`src/rtl/scba_pkg.sv`:
```
// Package for the size-class bitmap slot allocator.
// Sizes, widths, status codes, shared types and helper functions.
// No dependencies.
`default_nettype none

package scba_pkg;

    localparam int NUM_CLASSES     = 7;
    localparam int SLOTS_PER_CLASS = 256;
    localparam int WORDS_PER_CLASS = 8;
    localparam int NUM_CFG         = 7;

    localparam int SLOT_LIMIT = (SLOTS_PER_CLASS > WORDS_PER_CLASS * 32)
                              ? WORDS_PER_CLASS * 32 : SLOTS_PER_CLASS;

    localparam int SIZE_W   = 7;
    localparam int CLASS_W  = 3;
    localparam int SLOT_W   = 8;
    localparam int COUNT_W  = 9;
    localparam int STATUS_W = 2;
    localparam int CFG_IDX_W = 3;
    localparam int WORD_W   = (WORDS_PER_CLASS > 1) ? $clog2(WORDS_PER_CLASS) : 1;
    localparam int MEM_DEPTH = NUM_CLASSES * WORDS_PER_CLASS;
    localparam int ADDR_W   = (MEM_DEPTH > 1) ? $clog2(MEM_DEPTH) : 1;

    localparam logic [STATUS_W-1:0] ST_OK     = 2'd0;
    localparam logic [STATUS_W-1:0] ST_NO_FIT = 2'd1;
    localparam logic [STATUS_W-1:0] ST_FULL   = 2'd2;
    localparam logic [STATUS_W-1:0] ST_BAD    = 2'd3;

    localparam logic OP_ALLOC = 1'b0;
    localparam logic OP_FREE  = 1'b1;

    typedef logic [NUM_CLASSES-1:0][SIZE_W-1:0] size_arr_t;

    typedef struct packed {
        logic              we;
        logic [ADDR_W-1:0] waddr;
        logic [31:0]       wdata;
        logic              re;
        logic [ADDR_W-1:0] raddr;
    } mem_req_t;

    function automatic logic [SIZE_W-1:0] size_reset(input int i);
        logic [SIZE_W-1:0] v;
        case (i)
            0:       v = 7'd8;
            1:       v = 7'd16;
            2:       v = 7'd24;
            3:       v = 7'd32;
            4:       v = 7'd40;
            5:       v = 7'd48;
            6:       v = 7'd64;
            default: v = 7'd0;
        endcase
        return v;
    endfunction

    // bits of a word that lie past the last usable slot read as taken
    function automatic logic [31:0] word_pad(input logic [WORD_W-1:0] w);
        logic [31:0] m;
        m = '0;
        for (int b = 0; b < 32; b++) begin
            if (int'(w) * 32 + b >= SLOT_LIMIT) begin
                m[b] = 1'b1;
            end
        end
        return m;
    endfunction

    function automatic logic [ADDR_W-1:0] word_addr(input logic [CLASS_W-1:0] c,
                                                    input logic [WORD_W-1:0] w);
        return ADDR_W'(32'(c) * WORDS_PER_CLASS + 32'(w));
    endfunction

endpackage

`default_nettype wire

```
`src/rtl/scba_bitmap_mem.sv`:
```
// Occupancy bitmap store: one synchronous RAM with a registered read.
// Per-word valid flags make never-written words read as zero after reset.
// Depends on scba_pkg.
`default_nettype none

module scba_bitmap_mem
    import scba_pkg::*;
(
    input  wire logic        clk,
    input  wire logic        rst_n,
    input  wire mem_req_t    req,
    output logic [31:0]      rdata
);

    logic [31:0]          mem [MEM_DEPTH];
    logic [MEM_DEPTH-1:0] vld_reg;
    logic [31:0]          rd_reg;
    logic                 rd_vld_reg;

    always_ff @(posedge clk)
    begin
        if (req.we)
        begin
            mem[req.waddr] <= req.wdata;
        end
        if (req.re)
        begin
            rd_reg <= mem[req.raddr];
        end
    end

    always_ff @(posedge clk or negedge rst_n)
    begin
        if (!rst_n)
        begin
            vld_reg    <= '0;
            rd_vld_reg <= 1'b0;
        end
        else
        begin
            if (req.we)
            begin
                vld_reg[req.waddr] <= 1'b1;
            end
            if (req.re)
            begin
                rd_vld_reg <= vld_reg[req.raddr];
            end
        end
    end

    assign rdata = rd_vld_reg ? rd_reg : '0;

endmodule

`default_nettype wire

```
`src/rtl/scba_cfg_regs.sv`:
```
// Class size registers written through the configuration channel.
// Depends on scba_pkg.
`default_nettype none

module scba_cfg_regs
    import scba_pkg::*;
(
    input  wire logic                 clk,
    input  wire logic                 rst_n,
    input  wire logic                 cfg_valid,
    output logic                      cfg_ready,
    input  wire logic [CFG_IDX_W-1:0] cfg_index,
    input  wire logic [SIZE_W-1:0]    cfg_data,
    output size_arr_t                 sizes
);

    size_arr_t size_reg;
    size_arr_t size_next;

    assign cfg_ready = 1'b1;

    always_comb
    begin
        size_next = size_reg;
        if (cfg_valid && (32'(cfg_index) < NUM_CFG))
        begin
            size_next[cfg_index] = cfg_data;
        end
    end

    always_ff @(posedge clk or negedge rst_n)
    begin
        if (!rst_n)
        begin
            for (int i = 0; i < NUM_CLASSES; i++)
            begin
                size_reg[i] <= size_reset(i);
            end
        end
        else
        begin
            size_reg <= size_next;
        end
    end

    // a class with no register keeps size zero and never fits
    always_comb
    begin
        for (int i = 0; i < NUM_CLASSES; i++)
        begin
            sizes[i] = (i < NUM_CFG) ? size_reg[i] : '0;
        end
    end

endmodule

`default_nettype wire

```
`src/rtl/scba_ctrl.sv`:
```
// Sequencer: class match, word pick, read-modify-write of the bitmap,
// per-class counts and word-full flags, and the result register.
// Depends on scba_pkg.
`default_nettype none

module scba_ctrl
    import scba_pkg::*;
(
    input  wire logic                clk,
    input  wire logic                rst_n,
    input  wire logic                in_valid,
    output logic                     in_ready,
    input  wire logic                opcode,
    input  wire logic [SIZE_W-1:0]   request_size,
    input  wire logic [CLASS_W-1:0]  free_class,
    input  wire logic [SLOT_W-1:0]   free_slot,
    input  wire size_arr_t           sizes,
    output mem_req_t                 mem_req,
    input  wire logic [31:0]         mem_rdata,
    output logic                     out_valid,
    input  wire logic                out_ready,
    output logic [STATUS_W-1:0]      status,
    output logic [CLASS_W-1:0]       granted_class,
    output logic [SLOT_W-1:0]        granted_slot,
    output logic [SIZE_W-1:0]        granted_size,
    output logic [COUNT_W-1:0]       class_in_use
);

    localparam logic [1:0] S_IDLE   = 2'd0;
    localparam logic [1:0] S_DECODE = 2'd1;
    localparam logic [1:0] S_MODIFY = 2'd2;
    localparam logic [1:0] S_RESULT = 2'd3;

    logic [1:0] state_reg, state_next;

    logic                 op_reg;
    logic [SIZE_W-1:0]    req_reg;
    logic [CLASS_W-1:0]   fcls_reg;
    logic [SLOT_W-1:0]    fslot_reg;

    logic [CLASS_W-1:0]   cls_reg, cls_next;
    logic [WORD_W-1:0]    word_reg, word_next;

    logic [STATUS_W-1:0]  rs_status_reg, rs_status_next;
    logic [CLASS_W-1:0]   rs_class_reg, rs_class_next;
    logic [SLOT_W-1:0]    rs_slot_reg, rs_slot_next;
    logic [SIZE_W-1:0]    rs_size_reg, rs_size_next;
    logic [COUNT_W-1:0]   rs_used_reg, rs_used_next;

    logic                 out_valid_reg, out_valid_next;
    logic [STATUS_W-1:0]  out_status_reg, out_status_next;
    logic [CLASS_W-1:0]   out_class_reg, out_class_next;
    logic [SLOT_W-1:0]    out_slot_reg, out_slot_next;
    logic [SIZE_W-1:0]    out_size_reg, out_size_next;
    logic [COUNT_W-1:0]   out_used_reg, out_used_next;

    logic [COUNT_W-1:0]         cnt_reg  [NUM_CLASSES];
    logic [COUNT_W-1:0]         cnt_next [NUM_CLASSES];
    logic [WORDS_PER_CLASS-1:0] full_reg  [NUM_CLASSES];
    logic [WORDS_PER_CLASS-1:0] full_next [NUM_CLASSES];

    logic                 fit_found;
    logic [CLASS_W-1:0]   fit_cls;
    logic                 word_found;
    logic [WORD_W-1:0]    word_sel;
    logic                 free_bad;

    logic [31:0]          pad;
    logic [31:0]          cur_word;
    logic [31:0]          new_word;
    logic [4:0]           zero_bit;
    logic [4:0]           bit_idx;
    logic [COUNT_W-1:0]   cnt_cur;
    logic [COUNT_W-1:0]   cnt_new;

    assign in_ready = (state_reg == S_IDLE);

    // first class whose size covers the request
    always_comb
    begin
        fit_found = 1'b0;
        fit_cls   = '0;
        for (int i = NUM_CLASSES - 1; i >= 0; i--)
        begin
            if (req_reg <= sizes[i])
            begin
                fit_found = 1'b1;
                fit_cls   = CLASS_W'(i);
            end
        end
    end

    // first word of that class with a free slot
    always_comb
    begin
        word_found = 1'b0;
        word_sel   = '0;
        for (int i = WORDS_PER_CLASS - 1; i >= 0; i--)
        begin
            if (!(full_reg[fit_cls][i] || (&word_pad(WORD_W'(i)))))
            begin
                word_found = 1'b1;
                word_sel   = WORD_W'(i);
            end
        end
    end

    assign free_bad = (32'(fcls_reg) >= NUM_CLASSES) || (32'(fslot_reg) >= SLOT_LIMIT);

    assign pad      = word_pad(word_reg);
    assign cur_word = mem_rdata;
    assign cnt_cur  = cnt_reg[cls_reg];

    always_comb
    begin
        zero_bit = '0;
        for (int b = 31; b >= 0; b--)
        begin
            if (!(cur_word[b] || pad[b]))
            begin
                zero_bit = 5'(b);
            end
        end
    end

    assign bit_idx = (op_reg == OP_ALLOC) ? zero_bit : fslot_reg[4:0];

    always_comb
    begin
        if (op_reg == OP_ALLOC)
        begin
            new_word = cur_word | (32'd1 << bit_idx);
            cnt_new  = (32'(cnt_cur) < SLOTS_PER_CLASS) ? cnt_cur + 1'b1 : cnt_cur;
        end
        else
        begin
            new_word = cur_word & ~(32'd1 << bit_idx);
            cnt_new  = (cnt_cur != '0) ? cnt_cur - 1'b1 : cnt_cur;
        end
    end

    always_comb
    begin
        state_next     = state_reg;
        cls_next       = cls_reg;
        word_next      = word_reg;
        rs_status_next = rs_status_reg;
        rs_class_next  = rs_class_reg;
        rs_slot_next   = rs_slot_reg;
        rs_size_next   = rs_size_reg;
        rs_used_next   = rs_used_reg;
        cnt_next       = cnt_reg;
        full_next      = full_reg;
        mem_req        = '0;

        out_valid_next  = out_valid_reg && !out_ready;
        out_status_next = out_status_reg;
        out_class_next  = out_class_reg;
        out_slot_next   = out_slot_reg;
        out_size_next   = out_size_reg;
        out_used_next   = out_used_reg;

        case (state_reg)
            S_IDLE:
            begin
                if (in_valid)
                begin
                    state_next = S_DECODE;
                end
            end
            S_DECODE:
            begin
                rs_status_next = ST_OK;
                rs_class_next  = '0;
                rs_slot_next   = '0;
                rs_size_next   = '0;
                rs_used_next   = '0;
                if (op_reg == OP_ALLOC)
                begin
                    if ((req_reg == '0) || !fit_found)
                    begin
                        rs_status_next = ST_NO_FIT;
                        state_next     = S_RESULT;
                    end
                    else if (!word_found)
                    begin
                        rs_status_next = ST_FULL;
                        rs_class_next  = fit_cls;
                        rs_used_next   = cnt_reg[fit_cls];
                        state_next     = S_RESULT;
                    end
                    else
                    begin
                        cls_next      = fit_cls;
                        word_next     = word_sel;
                        mem_req.re    = 1'b1;
                        mem_req.raddr = word_addr(fit_cls, word_sel);
                        state_next    = S_MODIFY;
                    end
                end
                else
                begin
                    if (free_bad)
                    begin
                        rs_status_next = ST_BAD;
                        state_next     = S_RESULT;
                    end
                    else
                    begin
                        cls_next      = fcls_reg;
                        word_next     = WORD_W'(fslot_reg >> 5);
                        mem_req.re    = 1'b1;
                        mem_req.raddr = word_addr(fcls_reg, WORD_W'(fslot_reg >> 5));
                        state_next    = S_MODIFY;
                    end
                end
            end
            S_MODIFY:
            begin
                mem_req.we             = 1'b1;
                mem_req.waddr          = word_addr(cls_reg, word_reg);
                mem_req.wdata          = new_word;
                cnt_next[cls_reg]      = cnt_new;
                full_next[cls_reg][word_reg] = &(new_word | pad);
                rs_status_next = ST_OK;
                rs_class_next  = cls_reg;
                rs_slot_next   = SLOT_W'({word_reg, bit_idx});
                rs_size_next   = sizes[cls_reg];
                rs_used_next   = cnt_new;
                state_next     = S_RESULT;
            end
            S_RESULT:
            begin
                if (!out_valid_reg || out_ready)
                begin
                    out_valid_next  = 1'b1;
                    out_status_next = rs_status_reg;
                    out_class_next  = rs_class_reg;
                    out_slot_next   = rs_slot_reg;
                    out_size_next   = rs_size_reg;
                    out_used_next   = rs_used_reg;
                    state_next      = S_IDLE;
                end
            end
            default:
            begin
                state_next = S_IDLE;
            end
        endcase
    end

    always_ff @(posedge clk or negedge rst_n)
    begin
        if (!rst_n)
        begin
            state_reg     <= S_IDLE;
            out_valid_reg <= 1'b0;
            for (int i = 0; i < NUM_CLASSES; i++)
            begin
                cnt_reg[i]  <= '0;
                full_reg[i] <= '0;
            end
        end
        else
        begin
            state_reg     <= state_next;
            out_valid_reg <= out_valid_next;
            cnt_reg       <= cnt_next;
            full_reg      <= full_next;
        end
    end

    always_ff @(posedge clk)
    begin
        if (in_valid && in_ready)
        begin
            op_reg    <= opcode;
            req_reg   <= request_size;
            fcls_reg  <= free_class;
            fslot_reg <= free_slot;
        end
        cls_reg        <= cls_next;
        word_reg       <= word_next;
        rs_status_reg  <= rs_status_next;
        rs_class_reg   <= rs_class_next;
        rs_slot_reg    <= rs_slot_next;
        rs_size_reg    <= rs_size_next;
        rs_used_reg    <= rs_used_next;
        out_status_reg <= out_status_next;
        out_class_reg  <= out_class_next;
        out_slot_reg   <= out_slot_next;
        out_size_reg   <= out_size_next;
        out_used_reg   <= out_used_next;
    end

    assign out_valid     = out_valid_reg;
    assign status        = out_status_reg;
    assign granted_class = out_class_reg;
    assign granted_slot  = out_slot_reg;
    assign granted_size  = out_size_reg;
    assign class_in_use  = out_used_reg;

endmodule

`default_nettype wire

```
`src/rtl/size_class_bitmap_slot_allocator.sv`:
```
// Top level of the size-class bitmap slot allocator.
// Instantiates scba_cfg_regs, scba_bitmap_mem and scba_ctrl; uses scba_pkg.
//
//  channel   dir   handshake             payload
//  s_*       in    s_tvalid / s_tready   request item: tuser opcode, tdata fields
//  m_*       out   m_tvalid / m_tready   result item: tuser status, tdata fields
//  cfg_*     in    cfg_valid / cfg_ready class size register write
//
// An item that touches the bitmap goes through accept, class match and word pick
// with bitmap read, read-modify-write of the word, and result load. A rejected
// item or a full class skips the bitmap access. The next item is accepted
// only after the result load; the sequencer takes one item at a time.
// Reset is asynchronous; the bitmap reads as all free through per-word valid
// flags, so there is no clearing pass. A stalled result waits in the output
// register while the next item is taken; that item's result waits behind it.
`default_nettype none

module size_class_bitmap_slot_allocator
    import scba_pkg::*;
(
    input  wire logic                 clk,
    input  wire logic                 rst_n,
    input  wire logic                 s_tvalid,
    output logic                      s_tready,
    // request_size[6:0], free_class[9:7], free_slot[17:10], zero
    input  wire logic [23:0]          s_tdata,
    input  wire logic                 s_tuser,  // opcode[0]
    output logic                      m_tvalid,
    input  wire logic                 m_tready,
    // granted_class[2:0], granted_slot[10:3], granted_size[17:11],
    // class_in_use[26:18], zero
    output logic [31:0]               m_tdata,
    output logic [STATUS_W-1:0]       m_tuser,  // status[1:0]
    input  wire logic                 cfg_valid,
    output logic                      cfg_ready,
    input  wire logic [CFG_IDX_W-1:0] cfg_index,
    input  wire logic [SIZE_W-1:0]    cfg_data
);

    size_arr_t            sizes;
    mem_req_t             mem_req;
    logic [31:0]          mem_rdata;
    logic [CLASS_W-1:0]   granted_class;
    logic [SLOT_W-1:0]    granted_slot;
    logic [SIZE_W-1:0]    granted_size;
    logic [COUNT_W-1:0]   class_in_use;

    scba_cfg_regs u_cfg (
        .clk       (clk),
        .rst_n     (rst_n),
        .cfg_valid (cfg_valid),
        .cfg_ready (cfg_ready),
        .cfg_index (cfg_index),
        .cfg_data  (cfg_data),
        .sizes     (sizes)
    );

    scba_bitmap_mem u_mem (
        .clk   (clk),
        .rst_n (rst_n),
        .req   (mem_req),
        .rdata (mem_rdata)
    );

    scba_ctrl u_ctrl (
        .clk           (clk),
        .rst_n         (rst_n),
        .in_valid      (s_tvalid),
        .in_ready      (s_tready),
        .opcode        (s_tuser),
        .request_size  (s_tdata[6:0]),
        .free_class    (s_tdata[9:7]),
        .free_slot     (s_tdata[17:10]),
        .sizes         (sizes),
        .mem_req       (mem_req),
        .mem_rdata     (mem_rdata),
        .out_valid     (m_tvalid),
        .out_ready     (m_tready),
        .status        (m_tuser),
        .granted_class (granted_class),
        .granted_slot  (granted_slot),
        .granted_size  (granted_size),
        .class_in_use  (class_in_use)
    );

    assign m_tdata = {5'd0, class_in_use, granted_size, granted_slot, granted_class};

endmodule

`default_nettype wire

```
`config.mk`:
```
export PLATFORM = sky130hd
export DESIGN_NAME = size_class_bitmap_slot_allocator
export DESIGN_NICKNAME = d
export VERILOG_FILES = /design/src/rtl/scba_pkg.sv /design/src/rtl/scba_bitmap_mem.sv /design/src/rtl/scba_cfg_regs.sv /design/src/rtl/scba_ctrl.sv /design/src/rtl/size_class_bitmap_slot_allocator.sv
export SDC_FILE = /design/constraint.sdc
export NUM_CORES = 2
export LEC_CHECK = 0
export BUFFER_PORTS_ARGS = -buffer_cell sky130_fd_sc_hd__buf_4
export CORE_MARGIN = 2
export CORE_UTILIZATION = 45
export DETAILED_ROUTE_END_ITERATION = 12
export HOLD_SLACK_MARGIN = 0.15
export PLACE_DENSITY = 0.6
export SYNTH_ARGS = -nofsm -noshare
export SYNTH_HDL_FRONTEND = slang
export SYNTH_SLANG_ARGS = --single-unit
export TNS_END_PERCENT = 20
```
`constraint.sdc`:
```
create_clock -name clk -period 4.6 [get_ports clk]
set_clock_uncertainty 0.15 [all_clocks]
set_input_delay 0.23 -clock clk [delete_from_list [all_inputs] [get_ports clk]]
set_output_delay 0.23 -clock clk [all_outputs]
set_load 0.02 [all_outputs]
```
== Yosys cells after proc, flatten, opt, wreduce, memory -nomap -nowiden ==
Memory sizes are Yosys's and may differ from the RTL's. A register that Yosys moved wholly into a read port is not among the register bits.
Cells that the tools add are included.

* Bits in registers: 311
* Latch bits: 0
* Memory bits (writable): 1792
* Bits in read-only memories: 0
* Word-level logic and storage cells: 365
* Memories: 1

* Add/sub/neg operators: 36
* $mul: 0
* Divide/modulo/power cells: 0
* Order comparisons: 53
* Equality and inequality tests: 7
* Shift operators: 1
* Mux-type cells: 166
* Bitwise operators: 7
* Reduce and logical (&&, ||, !) cells: 53

{| class="wikitable"
|+ Memory list
! memory !! depth !! bits a word !! rd ports !! clocked after memory_dff !! write ports !! RTL line !! source
|-
| u_mem.mem || 56 || 32 || 1 || 1 || 1 || scba_bitmap_mem.sv:15 || <nowiki>logic [31:0] mem [MEM_DEPTH];</nowiki>
|}

{| class="wikitable"
|+ Operators with widths
! operator !! count
|-
| $ge A32 B10 Y1 const B || 31
|-
| $mux W5 || 33
|-
| $add A8 B5 Y9 const B || 16
|-
| $mux W9 || 11
|-
| $mux W3 || 26
|-
| $add A8 B4 Y9 const B || 8
|-
| $mux W32 || 2
|-
| $or A32 B32 Y32 || 2
|-
| $bwmux W63 || 1
|-
| $bwmux W56 || 1
|-
| $mux W1 || 56
|-
| $or A56 B56 Y56 || 1
|-
| $bmux W9 S3 || 2
|-
| $bwmux W49 || 1
|-
| $le A7 B7 Y1 || 7
|-
| $mux W7 || 7
|-
| $mux W39 || 1
|-
| $add A8 B3 Y9 const B || 4
|-
| $logic_or A1 B1 Y1 || 34
|-
| $and A32 B32 Y32 || 1
|-
| $not A32 Y32 || 1
|-
| $reduce_and A32 Y1 || 1
|-
| $shl A1 B5 Y32 const A || 1
|-
| $demux W9 S3 || 1
|-
| other kinds (43) || 74
|}

== Longest topological paths before layout ==
* Word-level depth: 47
* Depth in mapped cells: 25

== Hierarchy ==
From an unflattened synthesis, not the netlist that was laid out.

* Cells, all modules: 4646
* Area total of the unflattened synthesis: 86912.1 um^2

{| class="wikitable"
|+ By module, submodules not included
! module !! times used !! cells an instance !! area an instance (um^2) !! sequential area each (um^2)
|-
| scba_bitmap_mem || 1 || 3077 || 71822.6 || 56198.9
|-
| scba_ctrl || 1 || 1449 || 13125.1 || 5545.3
|-
| scba_cfg_regs || 1 || 114 || 1923.1 || 1238.7
|-
| size_class_bitmap_slot_allocator || 1 || 6 || 41.3 || 0.0
|}

== Worst setup path after synthesis ==
OpenSTA, ideal clock, no wires.

* Kind: register to register
* Start point: register u_cfg.size_reg, in the netlist u_cfg.sizes[3]
* End point: register u_mem.rd_reg[0], read port of u_mem.mem, enable pin
* Library setup time: 425 ps
* Arrival: 4461 ps
* Slack: -436 ps
* Stages on the path, launching flop included: 17
* Cell sequence: dfstp_2 > inv_1 > ha_1 > nand3_1 > o21bai_1 > a211oi_2 > nand2_2 > a211oi_2 > buf_4 > buf_6 > mux2i_1 > o221ai_2 > o22ai_1 > nor4_4 > nor2_1 > nor2_1 > nor2b_1

{| class="wikitable"
|+ RTL lines
! what !! RTL line !! source
|-
| start: declaration || scba_cfg_regs.sv:17 || <nowiki>size_arr_t size_reg;</nowiki>
|-
| start signal: indexed assignment || scba_cfg_regs.sv:37 || <nowiki>size_reg[i] <= size_reset(i);</nowiki>
|-
| start signal: assignment || scba_cfg_regs.sv:42 || <nowiki>size_reg <= size_next;</nowiki>
|-
| end: declaration || scba_bitmap_mem.sv:17 || <nowiki>logic [31:0] rd_reg;</nowiki>
|}

== Final worst setup path ==
* Start point: register u_ctrl.req_reg[3]
* End point: register u_mem.rd_reg[12], read port of u_mem.mem (data pin)

* Cells in the longest elaborated chain, start to end: 25

{| class="wikitable"
|+ Ends and longest elaborated chain
! what !! RTL line !! source
|-
| start: declaration || scba_ctrl.sv:37 || <nowiki>logic [SIZE_W-1:0] req_reg;</nowiki>
|-
| start signal: assignment || scba_ctrl.sv:278 || <nowiki>req_reg <= request_size;</nowiki>
|-
| $le A7 B7 Y1 || scba_ctrl.sv:85 || <nowiki>if (req_reg <= sizes[i])</nowiki>
|-
| $mux W3 (7 in series) || scba_ctrl.sv:85 ||
|-
| $not A3 Y4 (implied by the code) || scba_ctrl.sv:100 || <nowiki>if (!(full_reg[fit_cls][i] || (&word_pad(WORD_W'(i)))))</nowiki>
|-
| $bmux W8 S3 || scba_ctrl.sv:100 ||
|-
| $mux W8 (implied by the code) (2 in series) || scba_ctrl.sv:100 ||
|-
| $mux W3 (8 in series) || scba_ctrl.sv:100 ||
|-
| $add A6 B3 Y6 || scba_pkg.sv:73 || <nowiki>return ADDR_W'(32'(c) * WORDS_PER_CLASS + 32'(w));</nowiki>
|-
| $mux W7 || scba_ctrl.sv:185 || <nowiki>else if (!word_found)</nowiki>
|-
| $mux W7 (*) || scba_ctrl.sv:180 || <nowiki>if ((req_reg == '0) || !fit_found)</nowiki>
|-
| $mux W7 (*) || scba_ctrl.sv:178 || <nowiki>if (op_reg == OP_ALLOC)</nowiki>
|-
| $mux W7 (*) || scba_ctrl.sv:163 || <nowiki>case (state_reg)</nowiki>
|}

Mark *: on every way between the ends. The rest lies on a longest branch, timed or not. The select of a mux whose other input is x is not followed.
A chain may end at the register's enable or synchronous reset.

==> reports/qor.txt <==
# placed instances = 9,524
Yosys cell types = 83
GRT Total Usage = 27.49%
fin. max-slew vios = 0
Hold WS = 216.3 ps
number of max-cap violations = 0
Clock Latency Late Sink = 900 ps
IO Pins = 77
fin util = 56.07%
PD cells = 504.7 mW/mm^2
Final Non-Filler Cells = 10,120
Filler cells = 15,520
routed vias/inst = 5.997
fin worst setup slack = -1224 ps
initial antenna violation count = 2
Reg area = 0.06298 sq mm
Post-Syn Area per Cell = 13.44 sq um
# clock sinks = 2,135
commonest non-fill, non-tap cell in the layout = edfxtp_1
failing checks = negative setup slack
Worst path slowest cell = or4_4
fraction of registers with async set/reset = 10.68%
final net count = 7,403
xor and xnor area share after synthesis = 0.06957%
CTS tree = done
first-pass GRT wire length = 401,100 microns
DR iter-0 viols = 7,482
sequential share of the synthesized area = 71.47%
Primary FF master, synth = edfxtp_1
slowest stage delay, CP = 590 ps
post-synthesis compound-gate area fraction = 9.291%
worst-path fanout max = 8
Largest register FFs = 1,792
Multi-input gate area = 0.02473 sq mm
largest net degree at the start of global routing = 174
final WL = 284,300 microns
most used cell, CP = buf_12
synthesized area = 0.08812 sq mm
Root Driver = clkbuf_16
pre-CTS WS = -1649 ps
Synth Area in Simple Gates = 12.95%
CP required = 5200 ps
r2r setup slk = -1220 ps
Die X-Extent = 446.5 microns
crit end category = flop
number of global-route vias before repair = 58,250
final period utilization = 126.6%
YS warnings = 0
setup violators final = 163
EDFF count, synth = 1,907
post-synthesis adder-cell area fraction = 0.7809%
mux cell area share after synthesis = 2.796%
Initial Utilization = 45.24%
Core Area = 0.1948 sq mm
number of buffers created by CTS = 216
die height = 446.5 microns
WL per Instance = 28.09 microns
worst vdd ir = 0.4427 mV
CTS HTree Levels = 4
proportion of layout cells with a drive suffix above 1 = 21.85%
hold crit path type = in2reg
Cells after Synth = 6,559
DIE AREA = 0.1994 sq mm
setup_tns = -54,810 ps
Row Count = 162
Final Hold Viols = 0
#FFs+latches synth = 2,135
Slew HR = 16.90%
clock transition at the registers of the reported paths = 60 ps
drt pass-1 iters = 10
remaining global-route overflow = 0
Area Overhead vs Synth = 23.94%
Worst setup SP type = flop
antenna-violating nets left = 0
Worst EP arrival = 6420 ps
RSZ-0062 raised after global routing = true
Static Leakage = 0.03868 uW
via count = 60,700
PortBufs = 64
Peak Freq = 0.1717 GHz
status = finished, violations left
worst-margin pin slew = 1246 ps
DRC = 0
routability congestion estimate = 0.9310
largest family of logic cells by synthesized area = simple AND/OR/NAND/NOR gates
min Tclk post-route = 5824 ps
Bufs on Longest Clock Path = 3
critical path class = reg2reg
DP HPWL = 167,900 microns
commonest cells after routing, fill and taps aside = edfxtp_1 (1,907), nand2_1 (1,094), buf_4 (624)
path summary, 6_finish.rpt:
kind	from	end	cells after the start
worst max-delay path	u_ctrl.req_reg[3]	u_mem.rd_reg[12]	25
worst min-delay path	m_tready	u_ctrl.state_reg[1]	4
worst max register to register	u_ctrl.req_reg[3]	u_mem.rd_reg[12]	25
worst min register to register	u_ctrl.rs_size_reg[0]	u_ctrl.granted_size[0]	0
max in group asynchronous	rst_n	u_ctrl.cnt_reg[19]	4
min in group asynchronous	rst_n	u_cfg.sizes[26]	3
per-layer routing:
layer	routed length (microns)	track usage (%)	part of all wire, %	vias to the layer above
li1	-	-	-	26440
met1	117700	38.46	41	30860
met2	131200	43.09	46	2861
met3	22780	4.056	8.0	536
met4	12540	11.44	4.4	2
met5	11	0	0.0039	-
critical path: cells and delay by family, from the launching register on:
family,cells,cell delay (ps)
AO/OA/AOI/OAI,9,2060
adder cells (fa/ha/maj),1,260
multiplexers,1,160
AND/OR/NAND/NOR,6,1310
flip-flops,1,480
buffers and inverters,8,1240
where the power goes:
part | total [uW] | switching (uW) | internal [uW] | leakage, uW
combinational | 13900 | 8670 | 5280 | 0.0144
sequential | 23800 | 777 | 23000 | 0.0209
clock | 17400 | 7730 | 9640 | 0.00337
logic make-up (layout without fill, tap and decap cells):
logic type	count (synthesis)	after routing
buffers and inverters	551	1483
adder cells (fa/ha/maj)	55	55
flip-flops	2135	2135
other	2	8
AO/OA/AOI/OAI	1219	1219
AND/OR/NAND/NOR	2360	2360
multiplexers	230	230
XOR/XNOR	7	7
synthesized netlist by cell type, types with 56 or more instances:
master / number / area, sq um
a21oi_1: 71 / 355.3
a31oi_1: 116 / 725.7
a32oi_1: 64 / 560.5
a41oi_1: 64 / 560.5
and2_1: 69 / 431.7
buf_2: 113 / 565.5
clkbuf_1: 271 / 1017
dfrtp_1: 218 / 5455
edfxtp_1: 1907 / 57260
inv_1: 103 / 386.6
mux2i_1: 191 / 1912
nand2_1: 1101 / 4133
nand3_1: 417 / 2087
nand3b_1: 200 / 1501
nor2_1: 220 / 825.8
nor3b_1: 108 / 810.8
o211ai_1: 245 / 1839
o21ai_0: 293 / 1466
o21ai_1: 82 / 410.4
o22ai_1: 56 / 350.3
metrics by stage:
step | power, uW | cell area, sq um
detailed placement | 36500 | 97890
floorplan | 30190 | 88140
global route | 56870 | 109200
finish | 55130 | 109200
global placement | 36320 | 97890
CTS | 54440 | 107400
layout make-up:
class,instances,share of cell area (%)
Timing Repair Buffer,974,9.985
Multi-Input combinational cell,3877,22.64
Inverter,104,0.3574
Clock inverter,140,1.174
Antenna cell,2,0.004582
Clock buffer,265,5.166
Sequential cell,2135,57.67
Tap cell,2624,3.006
timing repair:
item	CTS	global route
setup buffers	42	43
hold buffers	70	0
resized for setup	230	211
cloned	14	33
hold endpoints to repair	344	0
endpoints found under the setup margin	258	712
pin swaps	47	119
(Power assumes the default switching activity.)
